===== src/hdl/qrm_pkg.sv =====
// Shared types and constants for the ordered queue with remove by value.
// No dependencies; compiled first.
package qrm_pkg;

  // Default sizing, handed to the top-level parameters
  localparam int unsigned DepthDefault      = 16;
  localparam int unsigned ValueWidthDefault = 16;

  // Request codes as carried on the request channel
  typedef enum logic [1:0] {
    REQ_APPEND = 2'd0,
    REQ_POP    = 2'd1,
    REQ_REMOVE = 2'd2,
    REQ_COUNT  = 2'd3
  } req_e;

  // Result status codes
  typedef enum logic [1:0] {
    ST_OK   = 2'd0,
    ST_MISS = 2'd1,
    ST_FULL = 2'd2
  } status_e;

  // Controller states
  typedef enum logic {
    S_IDLE,
    S_SCAN
  } state_e;

  // Per-cell control from the controller
  typedef struct packed {
    logic write;  // load the appended value
    logic shift;  // take the right neighbor's entry
    logic wrap;   // with shift: take the head entry instead (rotation)
  } cell_ctl_t;

endpackage


===== src/hdl/qrm_if.sv =====
// Valid/ready channel interfaces for the request and result items.
// Depends on nothing; port widths follow the parameters.
interface qrm_req_if #(
  parameter int unsigned VALUE_WIDTH = 16
);
  logic                   valid;
  logic                   ready;
  logic [1:0]             req_type;
  logic [VALUE_WIDTH-1:0] item_value;

  modport source (output valid, output req_type, output item_value, input ready);
  modport sink   (input valid, input req_type, input item_value, output ready);
endinterface

interface qrm_rsp_if #(
  parameter int unsigned VALUE_WIDTH = 16,
  parameter int unsigned CNT_WIDTH   = 5
);
  logic                   valid;
  logic                   ready;
  logic [1:0]             status;
  logic [VALUE_WIDTH-1:0] out_value;
  logic [CNT_WIDTH-1:0]   match_count;
  logic [CNT_WIDTH-1:0]   fill_level;
  logic                   is_empty;

  modport source (output valid, output status, output out_value, output match_count,
                  output fill_level, output is_empty, input ready);
  modport sink   (input valid, input status, input out_value, input match_count,
                  input fill_level, input is_empty, output ready);
endinterface


===== src/hdl/qrm_cell.sv =====
// One storage cell of the queue chain: holds one entry and hands it left.
// Depends on qrm_pkg (cell_ctl_t).
module qrm_cell #(
  parameter int unsigned VALUE_WIDTH = qrm_pkg::ValueWidthDefault
) (
  input  logic                   clk_i,
  input  qrm_pkg::cell_ctl_t     ctl_i,
  input  logic [VALUE_WIDTH-1:0] wr_data_i,
  input  logic [VALUE_WIDTH-1:0] right_i,
  input  logic [VALUE_WIDTH-1:0] head_i,
  output logic [VALUE_WIDTH-1:0] data_o
);

  logic [VALUE_WIDTH-1:0] data_q, data_d;

  // Append write wins; otherwise shift left, or wrap the head into the tail
  always_comb begin
    data_d = data_q;
    if (ctl_i.write) begin
      data_d = wr_data_i;
    end else if (ctl_i.shift) begin
      data_d = ctl_i.wrap ? head_i : right_i;
    end
  end

  // Payload only, no reset
  always_ff @(posedge clk_i) begin
    data_q <= data_d;
  end

  assign data_o = data_q;

endmodule


===== src/hdl/fifo_queue_with_remove_by_value.sv =====
// Ordered queue of identifiers with pop, remove-first-match and count.
// Depends on qrm_pkg, qrm_if (qrm_req_if, qrm_rsp_if) and qrm_cell.
//
// The queue is a row of DEPTH cells with the head in cell 0. One request is
// handled at a time and gives exactly one result item, held in an output
// register. A new request is taken only when that register is empty or its
// item leaves in the same cycle. Append and pop write or shift the cell row
// once and load their result in the cycle they are accepted. Remove and count
// rotate the valid entries through the head comparator, one entry per cycle,
// and load their result once every entry held at acceptance has passed the
// head. The rotation restores the original order, and a removed entry is
// simply not rotated back in. Entry contents are not reset; only the fill
// count, the controller state and the result valid flag are.
module fifo_queue_with_remove_by_value #(
  parameter int unsigned DEPTH       = qrm_pkg::DepthDefault,
  parameter int unsigned VALUE_WIDTH = qrm_pkg::ValueWidthDefault,
  parameter int unsigned CNT_WIDTH   = $clog2(DEPTH + 1)
) (
  input  logic      clk_i,
  input  logic      rst_ni,
  qrm_req_if.sink   req_i,
  qrm_rsp_if.source rsp_o
);

  localparam logic [CNT_WIDTH-1:0] CntFull = CNT_WIDTH'(DEPTH);
  localparam logic [CNT_WIDTH-1:0] CntOne  = CNT_WIDTH'(1);

  // Control state
  qrm_pkg::state_e        state_q, state_d;
  logic [CNT_WIDTH-1:0]   cnt_q, cnt_d;
  logic                   rsp_valid_q, rsp_valid_d;

  // Scan context
  qrm_pkg::req_e          op_q, op_d;
  logic [VALUE_WIDTH-1:0] val_q, val_d;
  logic [CNT_WIDTH-1:0]   step_q, step_d;
  logic [CNT_WIDTH-1:0]   orig_q, orig_d;
  logic                   found_q, found_d;
  logic [CNT_WIDTH-1:0]   matches_q, matches_d;
  logic [VALUE_WIDTH-1:0] outv_q, outv_d;

  // Result register
  qrm_pkg::status_e       status_q, status_d;
  logic [VALUE_WIDTH-1:0] rsp_value_q, rsp_value_d;
  logic [CNT_WIDTH-1:0]   rsp_match_q, rsp_match_d;
  logic [CNT_WIDTH-1:0]   rsp_fill_q, rsp_fill_d;
  logic                   rsp_load;

  // Cell row control
  logic                   shift_en, wrap_en, write_en;
  logic [VALUE_WIDTH-1:0] cell_data [DEPTH];
  logic [VALUE_WIDTH-1:0] head;
  logic                   head_match;
  logic                   drop;
  qrm_pkg::req_e          req_op;

  assign head       = cell_data[0];
  assign req_op     = qrm_pkg::req_e'(req_i.req_type);
  assign head_match = (head == val_q);
  assign drop       = (op_q == qrm_pkg::REQ_REMOVE) && !found_q && head_match;

  // Next state, scan bookkeeping and result capture
  always_comb begin
    state_d     = state_q;
    cnt_d       = cnt_q;
    op_d        = op_q;
    val_d       = val_q;
    step_d      = step_q;
    orig_d      = orig_q;
    found_d     = found_q;
    matches_d   = matches_q;
    outv_d      = outv_q;
    status_d    = qrm_pkg::ST_OK;
    rsp_value_d = '0;
    rsp_match_d = '0;
    rsp_load    = 1'b0;
    shift_en    = 1'b0;
    wrap_en     = 1'b0;
    write_en    = 1'b0;
    req_i.ready = 1'b0;

    case (state_q)
      qrm_pkg::S_IDLE: begin
        req_i.ready = !rsp_valid_q || rsp_o.ready;
        if (req_i.ready && req_i.valid) begin
          case (req_op)
            qrm_pkg::REQ_APPEND: begin
              rsp_load = 1'b1;
              if (cnt_q == CntFull) begin
                status_d = qrm_pkg::ST_FULL;
              end else begin
                write_en = 1'b1;
                cnt_d    = cnt_q + CntOne;
              end
            end
            qrm_pkg::REQ_POP: begin
              rsp_load = 1'b1;
              if (cnt_q == '0) begin
                status_d = qrm_pkg::ST_MISS;
              end else begin
                rsp_value_d = head;
                shift_en    = 1'b1;
                cnt_d       = cnt_q - CntOne;
              end
            end
            default: begin
              // remove or count: rotate every valid entry past the head
              state_d   = qrm_pkg::S_SCAN;
              op_d      = req_op;
              val_d     = req_i.item_value;
              step_d    = '0;
              orig_d    = cnt_q;
              found_d   = 1'b0;
              matches_d = '0;
              outv_d    = '0;
            end
          endcase
        end
      end
      qrm_pkg::S_SCAN: begin
        if (step_q == orig_q) begin
          // every original entry has passed the head
          rsp_load = 1'b1;
          state_d  = qrm_pkg::S_IDLE;
          if (op_q == qrm_pkg::REQ_REMOVE) begin
            status_d    = found_q ? qrm_pkg::ST_OK : qrm_pkg::ST_MISS;
            rsp_value_d = outv_q;
          end else begin
            rsp_match_d = matches_q;
          end
        end else begin
          shift_en = 1'b1;
          step_d   = step_q + CntOne;
          if (drop) begin
            found_d = 1'b1;
            outv_d  = head;
            cnt_d   = cnt_q - CntOne;
          end else begin
            wrap_en = 1'b1;
          end
          if (op_q == qrm_pkg::REQ_COUNT && head_match) begin
            matches_d = matches_q + CntOne;
          end
        end
      end
      default: begin
        state_d = qrm_pkg::S_IDLE;
      end
    endcase

    rsp_fill_d  = cnt_d;
    rsp_valid_d = rsp_load || (rsp_valid_q && !rsp_o.ready);
  end

  // Control registers
  always_ff @(posedge clk_i or negedge rst_ni) begin
    if (!rst_ni) begin
      state_q     <= qrm_pkg::S_IDLE;
      cnt_q       <= '0;
      rsp_valid_q <= 1'b0;
    end else begin
      state_q     <= state_d;
      cnt_q       <= cnt_d;
      rsp_valid_q <= rsp_valid_d;
    end
  end

  // Scan context and result payload
  always_ff @(posedge clk_i) begin
    op_q      <= op_d;
    val_q     <= val_d;
    step_q    <= step_d;
    orig_q    <= orig_d;
    found_q   <= found_d;
    matches_q <= matches_d;
    outv_q    <= outv_d;
    if (rsp_load) begin
      status_q    <= status_d;
      rsp_value_q <= rsp_value_d;
      rsp_match_q <= rsp_match_d;
      rsp_fill_q  <= rsp_fill_d;
    end
  end

  // Cell row: tail cell during a rotation takes the head entry
  for (genvar i = 0; i < DEPTH; i++) begin : g_cell
    qrm_pkg::cell_ctl_t     ctl;
    logic [VALUE_WIDTH-1:0] right;

    assign ctl.write = write_en && (CNT_WIDTH'(i) == cnt_q);
    assign ctl.shift = shift_en;
    assign ctl.wrap  = wrap_en && (CNT_WIDTH'(i) == cnt_q - CntOne);

    if (i == DEPTH - 1) begin : g_last
      assign right = cell_data[i];
    end else begin : g_mid
      assign right = cell_data[i+1];
    end

    qrm_cell #(
      .VALUE_WIDTH(VALUE_WIDTH)
    ) u_cell (
      .clk_i     (clk_i),
      .ctl_i     (ctl),
      .wr_data_i (req_i.item_value),
      .right_i   (right),
      .head_i    (head),
      .data_o    (cell_data[i])
    );
  end

  // Result channel
  assign rsp_o.valid       = rsp_valid_q;
  assign rsp_o.status      = status_q;
  assign rsp_o.out_value   = rsp_value_q;
  assign rsp_o.match_count = rsp_match_q;
  assign rsp_o.fill_level  = rsp_fill_q;
  assign rsp_o.is_empty    = (rsp_fill_q == '0);

endmodule

===== src/flat_wrapper.sv =====
// flat-port wrapper written by rule: the top's interface ports become plain ports
module fifo_queue_with_remove_by_value_flat 
#(
  parameter int unsigned DEPTH       = qrm_pkg::DepthDefault,
  parameter int unsigned VALUE_WIDTH = qrm_pkg::ValueWidthDefault,
  parameter int unsigned CNT_WIDTH   = $clog2(DEPTH + 1)
)
  (clk_i, rst_ni, req_i_valid, req_i_req_type, req_i_item_value, req_i_ready, rsp_o_valid, rsp_o_status, rsp_o_out_value, rsp_o_match_count, rsp_o_fill_level, rsp_o_is_empty, rsp_o_ready);
  qrm_req_if #(.VALUE_WIDTH(VALUE_WIDTH)) req_i_i ();
  qrm_rsp_if #(.VALUE_WIDTH(VALUE_WIDTH), .CNT_WIDTH(CNT_WIDTH)) rsp_o_i ();
  input  logic clk_i;
  input  logic rst_ni;
  input wire logic [$bits(req_i_i.valid)-1:0] req_i_valid;
  input wire logic [$bits(req_i_i.req_type)-1:0] req_i_req_type;
  input wire logic [$bits(req_i_i.item_value)-1:0] req_i_item_value;
  output wire logic [$bits(req_i_i.ready)-1:0] req_i_ready;
  output wire logic [$bits(rsp_o_i.valid)-1:0] rsp_o_valid;
  output wire logic [$bits(rsp_o_i.status)-1:0] rsp_o_status;
  output wire logic [$bits(rsp_o_i.out_value)-1:0] rsp_o_out_value;
  output wire logic [$bits(rsp_o_i.match_count)-1:0] rsp_o_match_count;
  output wire logic [$bits(rsp_o_i.fill_level)-1:0] rsp_o_fill_level;
  output wire logic [$bits(rsp_o_i.is_empty)-1:0] rsp_o_is_empty;
  input wire logic [$bits(rsp_o_i.ready)-1:0] rsp_o_ready;
  assign req_i_i.valid = req_i_valid;
  assign req_i_i.req_type = req_i_req_type;
  assign req_i_i.item_value = req_i_item_value;
  assign req_i_ready = req_i_i.ready;
  assign rsp_o_valid = rsp_o_i.valid;
  assign rsp_o_status = rsp_o_i.status;
  assign rsp_o_out_value = rsp_o_i.out_value;
  assign rsp_o_match_count = rsp_o_i.match_count;
  assign rsp_o_fill_level = rsp_o_i.fill_level;
  assign rsp_o_is_empty = rsp_o_i.is_empty;
  assign rsp_o_i.ready = rsp_o_ready;
  fifo_queue_with_remove_by_value #(.DEPTH(DEPTH), .VALUE_WIDTH(VALUE_WIDTH), .CNT_WIDTH(CNT_WIDTH)) u_core (.clk_i(clk_i), .rst_ni(rst_ni), .req_i(req_i_i), .rsp_o(rsp_o_i));
endmodule

===== config.mk =====
export PLATFORM = sky130hd
export DESIGN_NAME = fifo_queue_with_remove_by_value_flat
export DESIGN_NICKNAME = d
export VERILOG_FILES = /design/src/hdl/qrm_pkg.sv /design/src/hdl/qrm_if.sv /design/src/hdl/qrm_cell.sv /design/src/hdl/fifo_queue_with_remove_by_value.sv /design/src/flat_wrapper.sv
export SDC_FILE = /design/constraint.sdc
export NUM_CORES = 1
export LEC_CHECK = 0
export ABC_AREA = 1
export CAP_MARGIN = 15
export CELL_PAD_IN_SITES_DETAIL_PLACEMENT = 0
export CELL_PAD_IN_SITES_GLOBAL_PLACEMENT = 2
export CORE_MARGIN = 2
export CORE_UTILIZATION = 40
export DETAILED_ROUTE_END_ITERATION = 8
export DONT_BUFFER_PORTS = 1
export PLACE_DENSITY_LB_ADDON = 0.3
export SYNTH_ARGS = -nofsm -noshare
export SYNTH_HDL_FRONTEND = slang
export SYNTH_SLANG_ARGS = --single-unit

===== constraint.sdc =====
create_clock -name clk_i -period 4.2 [get_ports clk_i]
set_input_delay 0.42 -clock clk_i [delete_from_list [all_inputs] [get_ports clk_i]]
set_output_delay 0.42 -clock clk_i [all_outputs]
set_load 0.03 [all_outputs]

==> results.md, run 1 <==
- Setup repair after global routing missed its margin: false
- Proportion of register bits with asynchronous set or reset after synthesis: 2.053%
- Layout cells sized above 1: 8.057%
- Startpoint class of the critical path: flip-flop
- Maximum achievable frequency: 313.9 MHz
- Cell area after technology mapping: 19440 um2
- Critical path type: flip-flop to flip-flop
- Total setup buffers inserted after CTS: 0
- Commonest cells post-synth: 822 x sky130_fd_sc_hd__nand2_1, 334 x sky130_fd_sc_hd__edfxtp_1, 309 x sky130_fd_sc_hd__inv_1
- Drt via density: 5.439
- Leak Pwr: ~9.6 nW
- Buffer cell driving the clock tree root: sky130_fd_sc_hd__clkbuf_16
- Number of buffers created by CTS: 40
- Per-instance average area after synthesis: 8.335 um2
- Critical path buffers and inverters: 2
- Post-layout net count: ~2300
- Cell type group with the largest total delay on the critical path: simple AND/OR/NAND/NOR gates
- Source-to-sink clock delay at the later pin of the worst-skew pair: 0.57 ns
- Final core utilization: 44.47%
- Number of hold violations in the final report: 0
- Worst EP required: 4.38 ns
- Ys flop type: sky130_fd_sc_hd__edfxtp_1
- Number of antenna violations at the first check in global routing: 2
- Max Root-Sink Buffers: 3
- Count of port buffers added during placement: 0
- Ranking of synthesized cells by area: sky130_fd_sc_hd__edfxtp_1 52%, sky130_fd_sc_hd__nand2_1 16%, sky130_fd_sc_hd__nand4_1 7.2%
- Pwr dens: 746.7 nW/um2
- Clock tree sinks: 341
- Post-synthesis instance total: 2333
- Sequential-to-total area share from yosys stat: 52.48%
- Remaining global-route overflow: 0
- Overall die height: 224.5 um
- Layout Area Growth over Synthesis: 9.414%
- Overall power consumption: 0.01589 W
- Share of the synthesized area in the top cell type: 51.58%
- Endpoint class of the critical path: flip-flop
- Synth Net Count: 2364
- Number of rows in the core area: 80
- Post-synth EDFFs: about 330
- Critical-path maximum fanout: 18
- Largest vdd supply drop: 0.4256 mV
- Total core area: 47850 um2
- Number of filler instances in the final layout: 4727
- Series of cell instances along the critical path: inv_1 > ha_1 > nand2_1 > nor2_1 > nor2_2 > inv_1 > nor2_4 > nand3_2 > nand2_1
- Run status: complete, no violations
- Number of endpoints failing setup at the final stage: 0
- Library cell contributing the largest single delay on the critical path: sky130_fd_sc_hd__nand2_1
- Average detailed-routed wire length per instance: 21.86 um
- Post-route non-filler standard cell count: roughly 2900
- Summed negative setup slack over all endpoints: 0 ns
- Residual DRC count: 0
- Largest incremental delay on the critical path: 0.67 ns
- Shortest clock period the worst path allows after layout: around 3.2 ns
- Ratio of final minimum period to clock period: 75.85%
- Final weighted congestion in routability-driven placement: 0.8948
- TritonCTS clock tree: yes
- Met1 Usage GRT: 36.33%
- Count leader, synth: sky130_fd_sc_hd__nand2_1
- DP Wirelength: 38760 um
- Slew Limit Fails: 0
- First-iteration detailed-routing DRC count: 1503
- Slew at the pin closest to its max-slew limit: 1.129 ns
- Instance count after placement with tap cells included: around 2800
- Antenna diode count: 0
- Largest net degree at the start of global routing: ~120
- CTS H-tree depth: 2
- Boundary Pins: 53
- First-pass DRT Iterations: 5
- Vias in the first global route: 15090
- Cell type contributing the most total cell area after synthesis: sky130_fd_sc_hd__edfxtp_1
- Max-slew headroom at the worst pin: 24.65%
- Clk_skew: 0.01709 ns
- M2 GR Usage: a little over 40%
- Die area: between 50000 and 60000 um2
- Clock slew at reported path FFs: 0.06 ns
- Max-Cap Viols: 0
- Busiest grt layer: met2
- Width of the chip: 224.5 um
- Arrival time of the worst setup path: between 3 and 4 ns
- Antenna-violating nets left: 0
- Synth cell types: 37
- Hold WC Path Type: input port to flip-flop
- Total of flip-flops plus latches after synthesis: 341
- Vias after detailed routing: ~16000
- Overall routing resource usage: between 20% and 30%
- Met3 routing resource usage after global routing: under 10%
- Yosys warnings: 0
- Wirelength, routed: about 64000 um
- Global-route wire length before repair: about 96000 um
- Initial core utilization: a little over 40%
==> sequential cells by signal, indices dropped and copies added, names as in the netlist <==
| register | flops |
|---|---|
| u_core.rsp_o.fill_level | 5 |
| u_core.val_q | 16 |
| u_core.rsp_o.match_count | 5 |
| u_core.orig_q | 5 |
| u_core.outv_q | 16 |
| u_core.found_q | 1 |
| u_core.cnt_q | 5 |
| u_core.g_cell.u_cell.data_o | 256 |
| u_core.matches_q | 5 |
| u_core.rsp_o.status | 2 |
| u_core.step_q | 5 |
| u_core.rsp_o.valid | 1 |
| u_core.state_q | 1 |
| u_core.op_q | 2 |
| u_core.rsp_o.out_value | 16 |
==> routing by layer <==
metal  up-vias  share of wire (%)  wire (um)
li1       7603                  -          -
met1      7561                 46      29020
met2       562                 45      28600
met3       107                6.6       4181
met4         0                2.9       1817
met5         -                  0          0
==> power breakdown <==
part           total [W]  leakage [nW]  switching, W  internal (W)
logic            0.00575          5.79       0.00434       0.00141
clock network    0.00358         0.641       0.00143       0.00215
registers        0.00655          3.20      0.000656       0.00589
==> what timing repair did <==
action,in CTS,in global routing
hold buffers,19,0
hold endpoints to repair,25,0
gates resized for setup,0,0
==> layout by cell type (no fill, tap or decap), types with 7 or more instances in the layout <==
cell type	instances
sky130_fd_sc_hd__inv_2	28
sky130_fd_sc_hd__nor2_4	16
sky130_fd_sc_hd__clkbuf_1	7
sky130_fd_sc_hd__a21oi_1	7
sky130_fd_sc_hd__inv_1	309
sky130_fd_sc_hd__buf_4	24
sky130_fd_sc_hd__ha_1	9
sky130_fd_sc_hd__clkinv_2	8
sky130_fd_sc_hd__xnor2_1	8
sky130_fd_sc_hd__edfxtp_1	334
sky130_fd_sc_hd__nand2_1	822
sky130_fd_sc_hd__nand4_1	225
sky130_fd_sc_hd__nand3_1	252
sky130_fd_sc_hd__nor2_1	41
sky130_fd_sc_hd__dfrtp_1	7
sky130_fd_sc_hd__dlygate4sd3_1	19
sky130_fd_sc_hd__nand3_2	21
sky130_fd_sc_hd__clkbuf_16	41
sky130_fd_sc_hd__o21ai_0	56
==> final timing paths <==
path | startpoint | endpoint | slack (ns) | cells past startpoint
worst max-delay path | u_core.cnt_q[0] | u_core.g_cell[11].u_cell.data_o[14] | 1.01 | 9
worst max register to register | u_core.cnt_q[0] | u_core.g_cell[11].u_cell.data_o[14] | 1.01 | 9
worst min register to register | u_core.g_cell[1].u_cell.data_o[11] | u_core.g_cell[0].u_cell.data_o[11] | 0.54 | 2
worst min-delay path | req_i_item_value[2] | u_core.g_cell[13].u_cell.data_o[2] | 0.05 | 2
max in group asynchronous | rst_ni | u_core.state_q | 3.72 | 1
min in group asynchronous | rst_ni | u_core.cnt_q[1] | 0.21 | 1
==> cell type report <==
cell class              instances  area, um2  share of cell area [%]
flip-flops and latches        341      10200                   47.97
multi-input cells            1496       7201                   33.85
inverters                     340       1280                   6.016
clock buffers                  48       1052                   4.946
well taps                     615      769.5                   3.617
repair buffers                 49      498.0                   2.341
clock inverters                22      270.3                   1.270
==> through the flow <==
stage | cell area, um2 | hold slack [ns] | setup WS [ns]
after floorplan | 19440 | 0.1244 | 1.181
after global placement | 19740 | 0.1246 | 1.100
after detailed placement | 19740 | 0.1245 | 1.041
after CTS | 21250 | 0.01283 | 1.009
after global routing | 21280 | 0.03056 | 0.7711
final | 21280 | 0.04977 | 1.014
==> logic make-up after synthesis <==
logic type	after synthesis	share of synthesized area (%)
AO/OA/AOI/OAI	67	1.776
adder cells (fa/ha/maj)	9	0.5791
XOR/XNOR	15	0.7915
buffers and inverters	496	10.50
flip-flops	341	52.48
AND/OR/NAND/NOR	1405	33.87
==> worst register-to-register path, cell delays in order (launching register included) <==
cell                      delay (ns)
sky130_fd_sc_hd__dfrtp_1        0.46
sky130_fd_sc_hd__inv_1          0.15
sky130_fd_sc_hd__ha_1           0.28
sky130_fd_sc_hd__nand2_1        0.09
sky130_fd_sc_hd__nor2_1         0.06
sky130_fd_sc_hd__nor2_2         0.09
sky130_fd_sc_hd__inv_1          0.13
sky130_fd_sc_hd__nor2_4         0.44
sky130_fd_sc_hd__nand3_2        0.44
sky130_fd_sc_hd__nand2_1        0.67
(Power assumes the default switching activity.)
==> inputs of run 2 (changes only) <==
Settings changed: ABC_AREA 1 to 0.
Clock period 4.2 ns to 2.7 ns, I/O delays scaled along.
==> run 2 against run 1 <==
Net effect: utilization up 2.8 points; clock power rose by 41%; clock-buffer cell count unchanged; non-clock buffer count rose by 79; sequential share of layout area is 3.2 points higher; sequential power grew 56%; synthesized cell count fell by 39%; clock skew fell by 0.0036 ns; sequential cell count unchanged; critical path type unchanged; highest routed layer unchanged.
==> results.md, run 2 <==
- TritonCTS clock tree: yes (unchanged)
- Clock network power share: 21.6% (was 22.6%)
- Commonest cells post-synth: 334 x sky130_fd_sc_hd__edfxtp_1, 253 x sky130_fd_sc_hd__nor2_1, 229 x sky130_fd_sc_hd__a21oi_1 (was 822 x sky130_fd_sc_hd__nand2_1, 334 x sky130_fd_sc_hd__edfxtp_1, 309 x sky130_fd_sc_hd__inv_1)
- First-pass DRT Iterations: 5 (unchanged)
- Arrival time of the worst setup path: 3.02 ns (was 3.37 ns)
- Worst reg2reg setup slack: 0.05 ns (was 1.01 ns)
- Leading cell types in the layout, fill and taps excluded: 334 x sky130_fd_sc_hd__edfxtp_1, 252 x sky130_fd_sc_hd__nor2_1, 229 x sky130_fd_sc_hd__a21oi_1, 223 x sky130_fd_sc_hd__mux2i_1, 76 x sky130_fd_sc_hd__buf_4 (was 822 x sky130_fd_sc_hd__nand2_1, 334 x sky130_fd_sc_hd__edfxtp_1, 309 x sky130_fd_sc_hd__inv_1, 252 x sky130_fd_sc_hd__nand3_1, 225 x sky130_fd_sc_hd__nand4_1)
- CTS H-tree depth: 2 (unchanged)
- Critical path buffers and inverters: 4 (was 2)
- Largest register FFs: 256 (unchanged)
- Fraction of the mapped netlist area in compound gates: 10.03% (was 1.776%)
- Comb pwr share: 34.7% (was 36.2%)
- Boundary Pins: 53 (unchanged)
- Cell type contributing the most total cell area after synthesis: sky130_fd_sc_hd__edfxtp_1 (unchanged)
- Register share of total power: 43.6% (was 41.2%)
- Clock tree sinks: 341 (unchanged)
- Endpoint class of the critical path: flip-flop (unchanged)
- Die area: 44680 um2 (was 50390 um2)
- Post-synthesis instance total: 1426 (was 2333)
- Combinational family with the most area after synthesis: multiplexers (was simple AND/OR/NAND/NOR gates)
- Ys flop type: sky130_fd_sc_hd__edfxtp_1 (unchanged)
- Number of antenna violations at the first check in global routing: 1 (was 2)
- Setup repair after global routing missed its margin: true (was false)
- Proportion of register bits with asynchronous set or reset after synthesis: 2.053% (unchanged)
- Total core area: 42230 um2 (was 47850 um2)
- Post-layout net count: 1500 (was 2299)
- Number of rows in the core area: 75 (was 80)
- Sequential-to-total area share from yosys stat: 59.32% (was 52.48%)
- Share of synthesized area spent on multiplexers: 15.13% (was 0%)
- Shortest clock period the worst path allows after layout: 2.654 ns (was 3.186 ns)
- Residual DRC count: 0 (unchanged)
- Worst Hold End: u_core.g_cell[4].u_cell.data_o[3] (was u_core.g_cell[13].u_cell.data_o[2])
- Startpoint class of the critical path: flip-flop (unchanged)
- Antenna-violating nets left: 0 (unchanged)
- Switching Power: 0.007998 W (was 0.006424 W)
- Cell area after technology mapping: 17200 um2 (was 19440 um2)
- FF/Latch Area: 10210 um2 (was 10200 um2)
- Pwr dens: 1171 nW/um2 (was 746.7 nW/um2)
- Vias after detailed routing: 11200 (was 15830)
- Worst EP required: 3.06 ns (was 4.38 ns)
- Slew at the pin closest to its max-slew limit: 1.156 ns (was 1.129 ns)
- Multi-input combinational cell area: 6465 um2 (was 7201 um2)
- Area share of xor/xnor cells in the synthesized design: 1.833% (was 0.7915%)
- Synth cell types: 50 (was 37)
- Per-instance average area after synthesis: 12.06 um2 (was 8.335 um2)
- Overall routing resource usage: 22.32% (was 25.56%)
- Drt via density: 5.504 (was 5.439)
- Vias in the first global route: 11250 (was 15090)
- Series of cell instances along the critical path: inv_2 > ha_4 > or3b_4 > xnor2_2 > a211oi_4 > buf_6 > clkbuf_16 > o211ai_4 > buf_12 > mux2i_1 > a21oi_1 (was inv_1 > ha_1 > nand2_1 > nor2_1 > nor2_2 > inv_1 > nor2_4 > nand3_2 > nand2_1)
- Library cell contributing the largest single delay on the critical path: sky130_fd_sc_hd__or3b_4 (was sky130_fd_sc_hd__nand2_1)
- Simple-gate area share of the yosys netlist: 9.121% (was 33.87%)
- Critical path type: flip-flop to flip-flop (unchanged)
- Number of filler instances in the final layout: 3772 (was 4727)
- Share of the synthesized area in the top cell type: 58.31% (was 51.58%)
- Cell type group with the largest total delay on the critical path: compound AO/OA/AOI/OAI gates (was simple AND/OR/NAND/NOR gates)
- Source-to-sink clock delay at the later pin of the worst-skew pair: 0.55 ns (was 0.57 ns)
- Endpoint of the worst-slack reg-to-reg timing path: u_core.g_cell[4].u_cell.data_o[12] (was u_core.g_cell[11].u_cell.data_o[14])
- Count leader, synth: sky130_fd_sc_hd__edfxtp_1 (was sky130_fd_sc_hd__nand2_1)
- Max Root-Sink Buffers: 3 (unchanged)
- Critical-path maximum fanout: 16 (was 18)
- Switching fraction of total power: 34.24% (was 40.44%)
- Count of port buffers added during placement: 0 (unchanged)
- Overall die height: 211.4 um (was 224.5 um)
- Final weighted congestion in routability-driven placement: 0.8356 (was 0.8948)
- Largest vdd supply drop: 0.6214 mV (was 0.4256 mV)
- Clock slew at reported path FFs: 0.06 ns (about the same)
- Wirelength, routed: 48770 um (was 63620 um)
- Max-slew headroom at the worst pin: 22.68% (was 24.65%)
- Total of flip-flops plus latches after synthesis: 341 (unchanged)
- Most common cell after layout, fill and taps aside: sky130_fd_sc_hd__edfxtp_1 (was sky130_fd_sc_hd__nand2_1)
- Leak Pwr: 8.651 nW (was 9.634 nW)
- Synth Net Count: 1457 (was 2364)
- Ratio of final minimum period to clock period: 98.28% (was 75.85%)
- Max-Cap Viols: 0 (unchanged)
- Internal power summed over all cells: 0.01536 W (was 0.009462 W)
- Initial core utilization: 40.73% (was 40.64%)
- Slew Limit Fails: 0 (unchanged)
- Layout cells sized above 1: 14.81% (was 8.057%)
- Largest incremental delay on the critical path: 0.40 ns (was 0.67 ns)
- R2R depth: 11 (was 9)
- Post-synth EDFFs: 334 (unchanged)
- Number of hold violations in the final report: 0 (unchanged)
- Overall power consumption: 0.02336 W (was 0.01589 W)
- Maximum achievable frequency: 376.8 MHz (was 313.9 MHz)
- Run status: complete, no violations (unchanged)
- Width of the chip: 211.4 um (was 224.5 um)
- Synth Area in Adders: 0.6546% (was 0.5791%)
- Yosys warnings: 0 (unchanged)
- Average detailed-routed wire length per instance: 23.98 um (was 21.86 um)
- Number of endpoints failing setup at the final stage: 0 (unchanged)
- Source of the worst register-to-register timing path: u_core.cnt_q[1] (was u_core.cnt_q[0])
- Hold path depth: 2 (unchanged)
- Hold WC Path Type: input port to flip-flop (unchanged)
- Worst hold slack: 0.02594 ns (was 0.04977 ns)
- First-iteration detailed-routing DRC count: 1140 (was 1503)
- DP Wirelength: 29430 um (was 38760 um)
- Clk_skew: 0.01353 ns (was 0.01709 ns)
- Remaining global-route overflow: 0 (unchanged)
- Ranking of synthesized cells by area: sky130_fd_sc_hd__edfxtp_1 58%, sky130_fd_sc_hd__mux2i_1 13%, sky130_fd_sc_hd__a21oi_1 6.7% (was sky130_fd_sc_hd__edfxtp_1 52%, sky130_fd_sc_hd__nand2_1 16%, sky130_fd_sc_hd__nand4_1 7.2%)
- Worst Min Path Start: req_i_item_value[3] (was req_i_item_value[2])
- Largest net degree at the start of global routing: 33 (was 124)
- Number of buffers created by CTS: 40 (unchanged)
- Buffer cell driving the clock tree root: sky130_fd_sc_hd__clkbuf_16 (unchanged)
- Layout Area Growth over Synthesis: 15.94% (was 9.414%)
- Global-route wire length before repair: 73320 um (was 96370 um)
[run 2: through the flow]
step | setup TNS, ns | cell area, um2 | util (%) | std cells | setup WS, ns
after floorplan | -42.23 | 17310 | - | 1426 | -0.1685
final | 0 | 19940 | 47.23 | 2034 | 0.04633
after detailed placement | 0 | 18390 | 43.56 | 1936 | 0.07797
after global routing | -0.4258 | 19940 | 47.21 | 2031 | -0.02529
after CTS | 0 | 19820 | 46.94 | 2025 | 0.04995
after global placement | 0 | 18390 | 43.56 | 1936 | 0.07298
[run 2: layer usage]
metal,share of wire (%),vias up,wire (um),track usage [%]
met5,0,-,0,0
met4,2.6,0,1276,7.358
met3,5.3,63,2583,2.937
met2,48,303,23220,36.81
met1,44,5513,21690,30.54
li1,-,5317,-,-
[run 2: power groups by stage]
stage / Clock [W] / Sequential (W) / Combinational, W
after global routing: 0.00535 / 0.0104 / 0.00885
after CTS: 0.00517 / 0.0102 / 0.00802
after detailed placement: 0 / 0.0103 / 0.00785
final: 0.00506 / 0.0102 / 0.00811
after floorplan: 0 / 0.00993 / 0.00528
after global placement: 0 / 0.0103 / 0.00774
[run 2: cells by family (layout without fill, tap and decap cells)]
logic type               count (synthesis)  after routing
adder cells (fa/ha/maj)                  9              9
AND/OR/NAND/NOR                        364            364
buffers and inverters                  136            202
AO/OA/AOI/OAI                          284            284
flip-flops                             341            341
XOR/XNOR                                36             36
multiplexers                           256            256
other                                    0              3
[run 2: worst max path at each step]
stage                          startpoint                                  to  slack [ns]  cells after the start
after floorplan           u_core.cnt_q[0]  u_core.g_cell[11].u_cell.data_o[0]       -0.17                      9
after global placement    u_core.cnt_q[0]   u_core.g_cell[1].u_cell.data_o[6]        0.07                     10
after detailed placement  u_core.cnt_q[0]  u_core.g_cell[3].u_cell.data_o[13]        0.08                     10
after CTS                 u_core.cnt_q[0]  u_core.g_cell[3].u_cell.data_o[13]        0.05                     10
after global routing      u_core.cnt_q[0]  u_core.g_cell[7].u_cell.data_o[14]       -0.03                     10
final                     u_core.cnt_q[1]  u_core.g_cell[4].u_cell.data_o[12]        0.05                     11
[run 2: layout make-up]
cell class              instances  share of cell area, %
diodes                          3                0.03764
multi-input cells             949                  32.42
inverters                       9                 0.1819
clock buffers                  48                  5.276
well taps                     539                  3.382
flip-flops and latches        341                  51.18
clock inverters                17                 0.6399
repair buffers                128                  6.889
[run 2: timing repair]
action                                  in CTS  in global routing
buffers inserted                             0                  4
hold buffers                                24                  0
gates resized for setup                      0                  6
endpoints found under the setup margin       0                 33
endpoints found under the hold margin      270                  0
